## config.mk

```make
export PLATFORM = sky130hd
export DESIGN_NAME = isr_ram
export DESIGN_NICKNAME = d
export VERILOG_FILES = /design/src/design/isr_ram.sv
export SDC_FILE = /design/constraint.sdc
export NUM_CORES = 1
export LEC_CHECK = 0
export ABC_AREA = 1
export BUFFER_PORTS_ARGS = -buffer_cell sky130_fd_sc_hd__buf_2
export CAP_MARGIN = 20
export CORE_ASPECT_RATIO = 0.9
export CORE_MARGIN = 1
export CORE_UTILIZATION = 30
export DETAILED_ROUTE_END_ITERATION = 10
export PLACE_DENSITY_LB_ADDON = 0.12
export SLEW_MARGIN = 0
export SYNTH_ARGS = -nofsm -noshare
export SYNTH_HDL_FRONTEND = slang
export SYNTH_SLANG_ARGS = --single-unit
export TNS_END_PERCENT = 20
```

## constraint.sdc

```tcl
create_clock -name i_clk -period 2.64 [get_ports i_clk]
set_clock_uncertainty 0.15 [all_clocks]
set_input_delay 0.528 -clock i_clk [delete_from_list [all_inputs] [get_ports i_clk]]
set_output_delay 0.528 -clock i_clk [all_outputs]
set_load 0.005 [all_outputs]
```

## src/design/isr_ram.sv

```systemverilog
module isr_ram #(
    parameter int WIDTH = 32,
    parameter int DEPTH = 32
) (
    input  logic                     i_clk,
    input  logic                     i_we,
    input  logic [$clog2(DEPTH)-1:0] i_waddr,
    input  logic [WIDTH-1:0]         i_wdata,
    input  logic [$clog2(DEPTH)-1:0] i_raddr,
    output logic [WIDTH-1:0]         o_rdata
);

    logic [WIDTH-1:0] r_mem [DEPTH];
    logic [WIDTH-1:0] r_rdata;

    // one write port, one registered read port
    always_ff @(posedge i_clk) begin
        if (i_we) begin
            r_mem[i_waddr] <= i_wdata;
        end
        r_rdata <= r_mem[i_raddr];
    end

    assign o_rdata = r_rdata;

endmodule

```

# Word-level counts from Yosys, hierarchy flattened
# Memory sizes are Yosys's and may differ from the RTL's. A register that Yosys moved wholly into a read port is not among the register bits.
# Cells that the tools add are included.
# W data, S select, Z words.
# totals
ff_bits	0
mem_bits_rw	1024
input_bits	44
out_inout_bits	32
mem_count	1
# mem_list
memory	words	width	read_ports	rd_clocked_by_memory_dff	write_ports	line	text
r_mem	32	32	1	1	1	13	logic [WIDTH-1:0] r_mem [DEPTH];
# classes
n_mux	2
# op_table
cell	n
$mux W1	2

# Depth between registers and ports, before layout
# Gate-level depths: netlist (run 1).
# logic_depth
depth_word	2
mapped_depth	12
ltp_nobuf	9

# Worst setup path after synthesis (run 1)
# OpenSTA, ideal clock, no wires.
# synth_timing
path_type	in2reg
start	input i_waddr[0]
end	memory r_mem[8][0] (enable)
arrival_time_ns	2.183
required_time_ns	2.069
setup_slack_ns	-0.114
cell_stages	3
path_cell_list	inv_1 > nand3_1 > nor2_1
# synth_lines
item	line	text
start: declaration	7	input logic [$clog2(DEPTH)-1:0] i_waddr,
end: declaration	13	
# No word-level cell before the write port.

# Final worst setup path (run 1)
# layout_timing
start	register r_rdata[17] (netlist: o_rdata[17]), read port of r_mem
end	output o_rdata[17]
# layout_lines
item	line	text
start: declaration	14	logic [WIDTH-1:0] r_rdata;
end: declaration	10	output logic [WIDTH-1:0] o_rdata
# No word-level cell between the ends.

==> impl_metrics.csv, run 1 <==
group,metric,value,unit
run_status,status,"finished clean",
grt,grt_antenna_before_repair,9,
route,wl_per_cell,24.5,um
setup_path,required,1.96,ns
route,via_per_inst,4.81,
route,detail_route.first_pass.iterations,8,
clock_tree,clk_path_buf_depth,3,
route,detail-route-antenna-nets,0,
route,drc_marker_count_from_the_first_detailed_route_iteration,2204,
final_layout,design.final.nets,3696,
logic_synthesis,postSynthNetCount,3580,
grt,grt.overflow.total,0,
sta,rsz_0062_raised_after_global_routing,"false",
floorplanning,placementRows,130,
setup_path,worst_path_class_setup,"register to output pin",
setup_path,count_of_buffer_and_inverter_cells_on_the_critical_path,1,
setup_path,crit_family,"flip-flops",
route,drt-total-wl,137000,um
floorplanning,floorplan.die.height,359,um
clock_tree,cts_sinks,1056,
setup_path,max_stage_delay,0.60,ns
floorplanning,chip_width,398,um
clock_tree,cts_resized,0,
logic_synthesis,synth-seq-area-share,0.740,
sta,clock.fmax,448,MHz
clock_tree,tritoncts.num_buffers,115,
route,vias,26900,
floorplanning,design.portCount,76,
sta,fin_crit_sh,0.846,
clock_tree,cts_root_buffer,"sky130_fd_sc_hd__clkbuf_16",
clock_tree,cts_tree,"built",
clock_tree,hold_buffers_post_cts,0,
hold_path,hold_depth,1,
logic_synthesis,yosysUniqueCellTypes,14,
sta,timing.final.max_slew_violations,0,
power,finalPower,37100,uW
grt,grt_util_all_layers,0.192,
sta,finalCriticalPeriod,2.23,ns
power,cellLeakagePower,0.0180,uW
sta,timing.setup.tns,0,ns
floorplanning,fp.coreArea,0.140,sq mm
logic_synthesis,synth_area,0.0424,sq mm
floorplanning,floorplan.initialDensity,0.303,
hold_path,hold_path_class,"input port to register",
final_layout,post_route_cells_drive_above_1_share,0.112,
grt,wire_length_of_the_first_global_routing_pass,197000,um
clock_tree,cts_setup_buffers,0,
grt,grt_pass1_vias,26400,
clock_tree,path_clk_slew,0.06,ns
floorplanning,floorplan_die_area,0.143,sq mm
setup_path,arrival,1.56,ns
setup_path,crit_path_end_kind,"output pin",
setup_path,rr_worst_depth,8,
sta,max_slew.worst_pin.slew,0.676,ns
logic_synthesis,ys_warn_count,0,
placed_design,place.gp.congestion,0.741,
clock_tree,h-tree-depth,3,
grt,grt_start_max_net_pins,107,
setup_path,cp_cell_sequence,"buf_2",
sta,hold-worst-slack,0.154,ns
job,max-cap-violations,0,
logic_synthesis,postSynthAreaPerCell,12.0,sq um
power,irDropWorstVdd,0.501,mV
setup_path,slowest_stage,"sky130_fd_sc_hd__dfxtp_1",
sta,slew-limit-headroom,0.549,
route,drc,0,
setup_path,cp_num_cells,1,
logic_synthesis,synth.ff_latch_count,1056,
final_layout,num-fill-cells,13700,
setup_path,crit_fanout,1,
logic_synthesis,cell_count_after_synthesis,3536,
final_layout,flow.area_growth_from_synthesis,17.1,%
setup_path,crit_path_start_kind,"register",
placed_design,io_buffer_count,75,
placed_design,place.detailed.hpwl,72400,um
sta,setup_viol_count_final,0,
sta,final-hold-violation-count,0,
clock_tree,clk_latency,0.72,ns
power,power.density_cell_area,747,mW/mm^2
metrics by stage:
stage | util | setup slack, ns | cells | instance area, sq um
2_1_floorplan | - | -0.114 | 3536 | 42400
3_3_place_gp | 0.328 | 0.301 | 5383 | 45900
3_5_place_dp | 0.328 | 0.307 | 5383 | 45900
4_1_cts | 0.355 | 0.334 | 5597 | 49600
5_1_grt | 0.355 | 0.324 | 5597 | 49600
6_report | 0.355 | 0.406 | 5598 | 49600
cell usage after synthesis, drive strengths merged:
| master | number | area [sq um] |
|---|---|---|
| nand2 | 1440 | 5410 |
| edfxtp | 1024 | 30700 |
| nand3 | 780 | 3900 |
| buf | 194 | 1450 |
| dfxtp | 32 | 641 |
| nor2 | 32 | 120 |
| clkbuf | 24 | 90.1 |
| inv | 10 | 45.1 |
sequential cells by signal, summed over array words and instances, names as in the netlist:
| signal | flops |
|---|---|
| r_mem | 1024 |
| o_rdata | 32 |
worst paths after layout:
check / start / to / slack [ns]
setup / recovery: o_rdata[17]$_DFF_P_ / o_rdata[17] / 0.41
hold / removal: i_wdata[12] / r_mem[28][12]$_DFFE_PP_ / 0.15
setup reg to reg: r_mem[29][12]$_DFFE_PP_ / o_rdata[12]$_DFF_P_ / 1.28
hold reg to reg: r_mem[2][30]$_DFFE_PP_ / o_rdata[30]$_DFF_P_ / 0.59
cells by family after synthesis:
family	count (synthesis)	synth area share
simple gates	2252	0.222
flops	1056	0.740
buf+inv	228	0.0374
area by class of cell:
cell class	count	area [sq um]	share of cell area
inverters	10	78.8	0.00159
clock inverters	35	372	0.00748
clock buffers	179	3380	0.0680
well taps	1848	2310	0.0466
repair buffers	217	2450	0.0493
multi-input cells	2252	9670	0.195
diodes	1	2.50	0.0000504
flip-flops and latches	1056	31400	0.632
placed cells by master (no fill, tap or decap), types with 26 or more instances in the layout:
cell	instances
sky130_fd_sc_hd__nor2_4	32
sky130_fd_sc_hd__edfxtp_1	1024
sky130_fd_sc_hd__buf_2	71
sky130_fd_sc_hd__nand2_1	1440
sky130_fd_sc_hd__nand3_1	780
sky130_fd_sc_hd__buf_12	78
sky130_fd_sc_hd__clkbuf_16	115
sky130_fd_sc_hd__clkbuf_1	38
sky130_fd_sc_hd__clkbuf_8	26
sky130_fd_sc_hd__dfxtp_1	32
sky130_fd_sc_hd__buf_4	65
metal layers:
layer / wire (um) / up-vias / track usage
li1: - / 12600 / -
met1: 65300 / 13700 / 0.274
met2: 64400 / 505 / 0.312
met3: 4950 / 161 / 0.0261
met4: 2410 / 4 / 0.0375
met5: 22 / - / 0
power breakdown:
part / internal, uW / total, uW / switching [uW] / leakage [uW]
clock: 9250 / 16100 / 6800 / 0.00183
combinational: 645 / 2290 / 1640 / 0.00663
sequential: 18600 / 18800 / 119 / 0.00949
Note: power is estimated with default switching activity, not from simulation.
==> inputs of run 2 (changes only) <==
==> constraint.sdc (replaced) <==
create_clock -name i_clk -period 2.25 [get_ports i_clk]
set_clock_uncertainty 0.15 [all_clocks]
set_input_delay 0.45 -clock i_clk [delete_from_list [all_inputs] [get_ports i_clk]]
set_output_delay 0.45 -clock i_clk [all_outputs]
set_load 0.005 [all_outputs]
==> run 2 against run 1 <==
- clock power increased by 17%
- global-route usage decreased by 0.052 points
- critical path depth is the same
- via count down 0.31%
- first-iteration DRC count is 3.2% lower
- utilization increased by 0.46 points
- combinational power is 21% higher
- clock-buffer cell count rose by 1
- cell count grew 0.98%
- sequential power rose by 17%
- sequential share of layout area decreased by 0.80 points
- critical path type unchanged
- highest routed layer unchanged
==> impl_metrics.csv, run 2 (synthesis gave the netlist of run 1 again) <==
group,metric,value,unit
power,swShare,0.229,
setup_path,count_of_buffer_and_inverter_cells_on_the_critical_path,1,
power,internal_power,33600,uW
final_layout,register_containing_the_most_flip_flops_in_the_final_layout,"r_mem",
floorplanning,placementRows,130,
setup_path,required,1.65,ns
sta,final-hold-violation-count,0,
sta,setup_viol_count_final,0,
grt,grt_pass1_vias,26500,
placed_design,place.gp.congestion,0.743,
setup_path,slowest_stage,"sky130_fd_sc_hd__dfxtp_1",
power,cellLeakagePower,0.0183,uW
floorplanning,chip_width,398,um
route,via_per_inst,4.75,
power,irDropWorstVdd,0.629,mV
setup_path,rr_worst_depth,8,
final_layout,flow.area_growth_from_synthesis,18.6,%
sta,rsz_0062_raised_after_global_routing,"false",
clock_tree,cts_tree,"built",
final_layout,num-fill-cells,13800,
sta,clock.fmax,483,MHz
final_layout,layout_commonest_cell,"sky130_fd_sc_hd__nand2_1",
power,proportion_of_power_drawn_by_combinational_gates,0.063,
clock_tree,cts_root_buffer,"sky130_fd_sc_hd__clkbuf_16",
setup_path,worst_path_class_setup,"register to output pin",
sta,fin_crit_sh,0.919,
route,drt-total-wl,136000,um
power,power.density_cell_area,865,mW/mm^2
setup_path,timing.critical_path.to,"o_rdata[17]",
setup_path,regToRegEndpoint,"o_rdata[31]$_DFF_P_",
route,detail_route.first_pass.iterations,6,
placed_design,place.detailed.hpwl,75900,um
setup_path,critPathLaunch,"o_rdata[17]$_DFF_P_",
setup_path,crit_family,"flip-flops",
grt,grt_antenna_before_repair,10,
sta,max_slew.worst_pin.slew,0.618,ns
sta,finalCriticalPeriod,2.07,ns
grt,grt_start_max_net_pins,74,
power,sequentialPowerShare,0.505,
setup_path,crit_path_end_kind,"output pin",
clock_tree,clk_path_buf_depth,3,
grt,grt.overflow.total,0,
final_layout,largest_register_ffs,1024,
floorplanning,floorplan.die.height,359,um
run_status,status,"finished clean",
clock_tree,h-tree-depth,3,
grt,wire_length_of_the_first_global_routing_pass,196000,um
setup_path,cp_cell_sequence,"buf_2",
final_layout,final-instance-count-excl-fill,5653,
final_layout,layout.area.seq,0.0314,sq mm
sta,finalWorstSetupSlack,0.182,ns
grt,grt.busiest_layer,"met2",
clock_tree,tritoncts.num_buffers,117,
placed_design,place_worst_setup_slack,0.113,ns
route,vias,26800,
clock_tree,path_clk_slew,0.06,ns
final_layout,post_route_cells_drive_above_1_share,0.121,
route,wl_per_cell,24.1,um
hold_path,hold_path_class,"input port to register",
route,detail-route-antenna-nets,0,
setup_path,max_stage_delay,0.54,ns
placed_design,io_buffer_count,75,
sta,slew-limit-headroom,0.588,
final_layout,multi_input_comb_area,0.00967,sq mm
setup_path,crit_path_start_kind,"register",
setup_path,arrival,1.47,ns
job,max-cap-violations,0,
sta,timing.final.max_slew_violations,0,
setup_path,cp_num_cells,1,
power,clockPowerShare,0.431,
power,power.switching,9970,uW
final_layout,design.final.nets,3743,
final_layout,utilization,0.359,
final_layout,commonest_cells_after_routing_fill_and_taps_aside,"sky130_fd_sc_hd__nand2_1 (1,440), sky130_fd_sc_hd__edfxtp_1 (1,024), sky130_fd_sc_hd__nand3_1 (780)",
setup_path,regToRegStartpoint,"r_mem[24][31]$_DFFE_PP_",
grt,groute.layer.met3.usage,0.0278,
route,drc,0,
floorplanning,fp.coreArea,0.140,sq mm
setup_path,crit_fanout,1,
route,drc_marker_count_from_the_first_detailed_route_iteration,2133,
grt,grt.met2_usage,0.310,
clock_tree,clk_latency,0.74,ns
grt,grt_util_all_layers,0.191,
placed_design,post-place-cells,5428,
grt,globalRouteMet1Util,0.270,
floorplanning,floorplan_die_area,0.143,sq mm
floorplanning,floorplan.initialDensity,0.303,
floorplanning,design.portCount,76,
clock_tree,cts_sinks,1056,
setup_path,timing.reg2reg.setup_slack,0.91,ns
[run 2: changes by cell type in the layout (fill, tap and decap cells not counted), sizes merged]
cell | before | now
clkinv | 27 | 34
inv | 12 | 14
clkbuf | 179 | 180
buf | 217 | 262
[run 2: cell type report]
type / instances / share of cell area
multi-input cells: 2252 / 0.192
diodes: 1 / 0.0000498
well taps: 1848 / 0.0460
inverters: 10 / 0.00157
flip-flops and latches: 1056 / 0.624
clock inverters: 44 / 0.00712
clock buffers: 180 / 0.0672
repair buffers: 262 / 0.0616
[run 2: routing by layer]
layer | up-vias | wire length [um]
met5 | - | 17
met1 | 13500 | 64300
met2 | 505 | 63900
met3 | 168 | 5180
li1 | 12700 | -
met4 | 2 | 2700
[run 2: power by group through the flow]
stage	logic, uW	clock network, uW	registers, uW
floorplan	1500	0	22400
global placement	2820	0	22400
detailed placement	2820	0	22400
CTS	2820	19300	22000
global route	3080	19900	22000
finish	2760	18800	22000
[run 2: repair_timing]
item	in CTS	in global routing
setup endpoints to repair	0	1
hold buffers	0	0
resized for setup	0	1
buffers inserted	0	0
[run 2: how the worst min path moves through the flow]
| stage | cells after the start | from | end | slack (ns) |
|---|---|---|---|---|
| 2_1_floorplan | 0 | i_wdata[0] | r_mem[0][0]$_DFFE_PP_ | 0.40 |
| 3_3_place_gp | 8 | r_mem[2][24]$_DFFE_PP_ | o_rdata[24]$_DFF_P_ | 0.58 |
| 3_5_place_dp | 8 | r_mem[2][4]$_DFFE_PP_ | o_rdata[4]$_DFF_P_ | 0.59 |
| 4_1_cts | 1 | i_wdata[5] | r_mem[4][5]$_DFFE_PP_ | 0.01 |
| 5_1_grt | 1 | i_wdata[5] | r_mem[15][5]$_DFFE_PP_ | 0.04 |
| 6_report | 1 | i_wdata[4] | r_mem[14][4]$_DFFE_PP_ | 0.08 |
[run 2: through the flow]
step                      total power, uW  setup TNS, ns  hold WS (ns)  area, sq um
after floorplan                     23900        -418.38         0.399        42400
after global placement              25200              0         0.580        46500
after detailed placement            25200              0         0.589        46500
after CTS                           44100              0       0.00990        50300
after global routing                45000              0        0.0438        50300
final                               43500              0        0.0778        50300
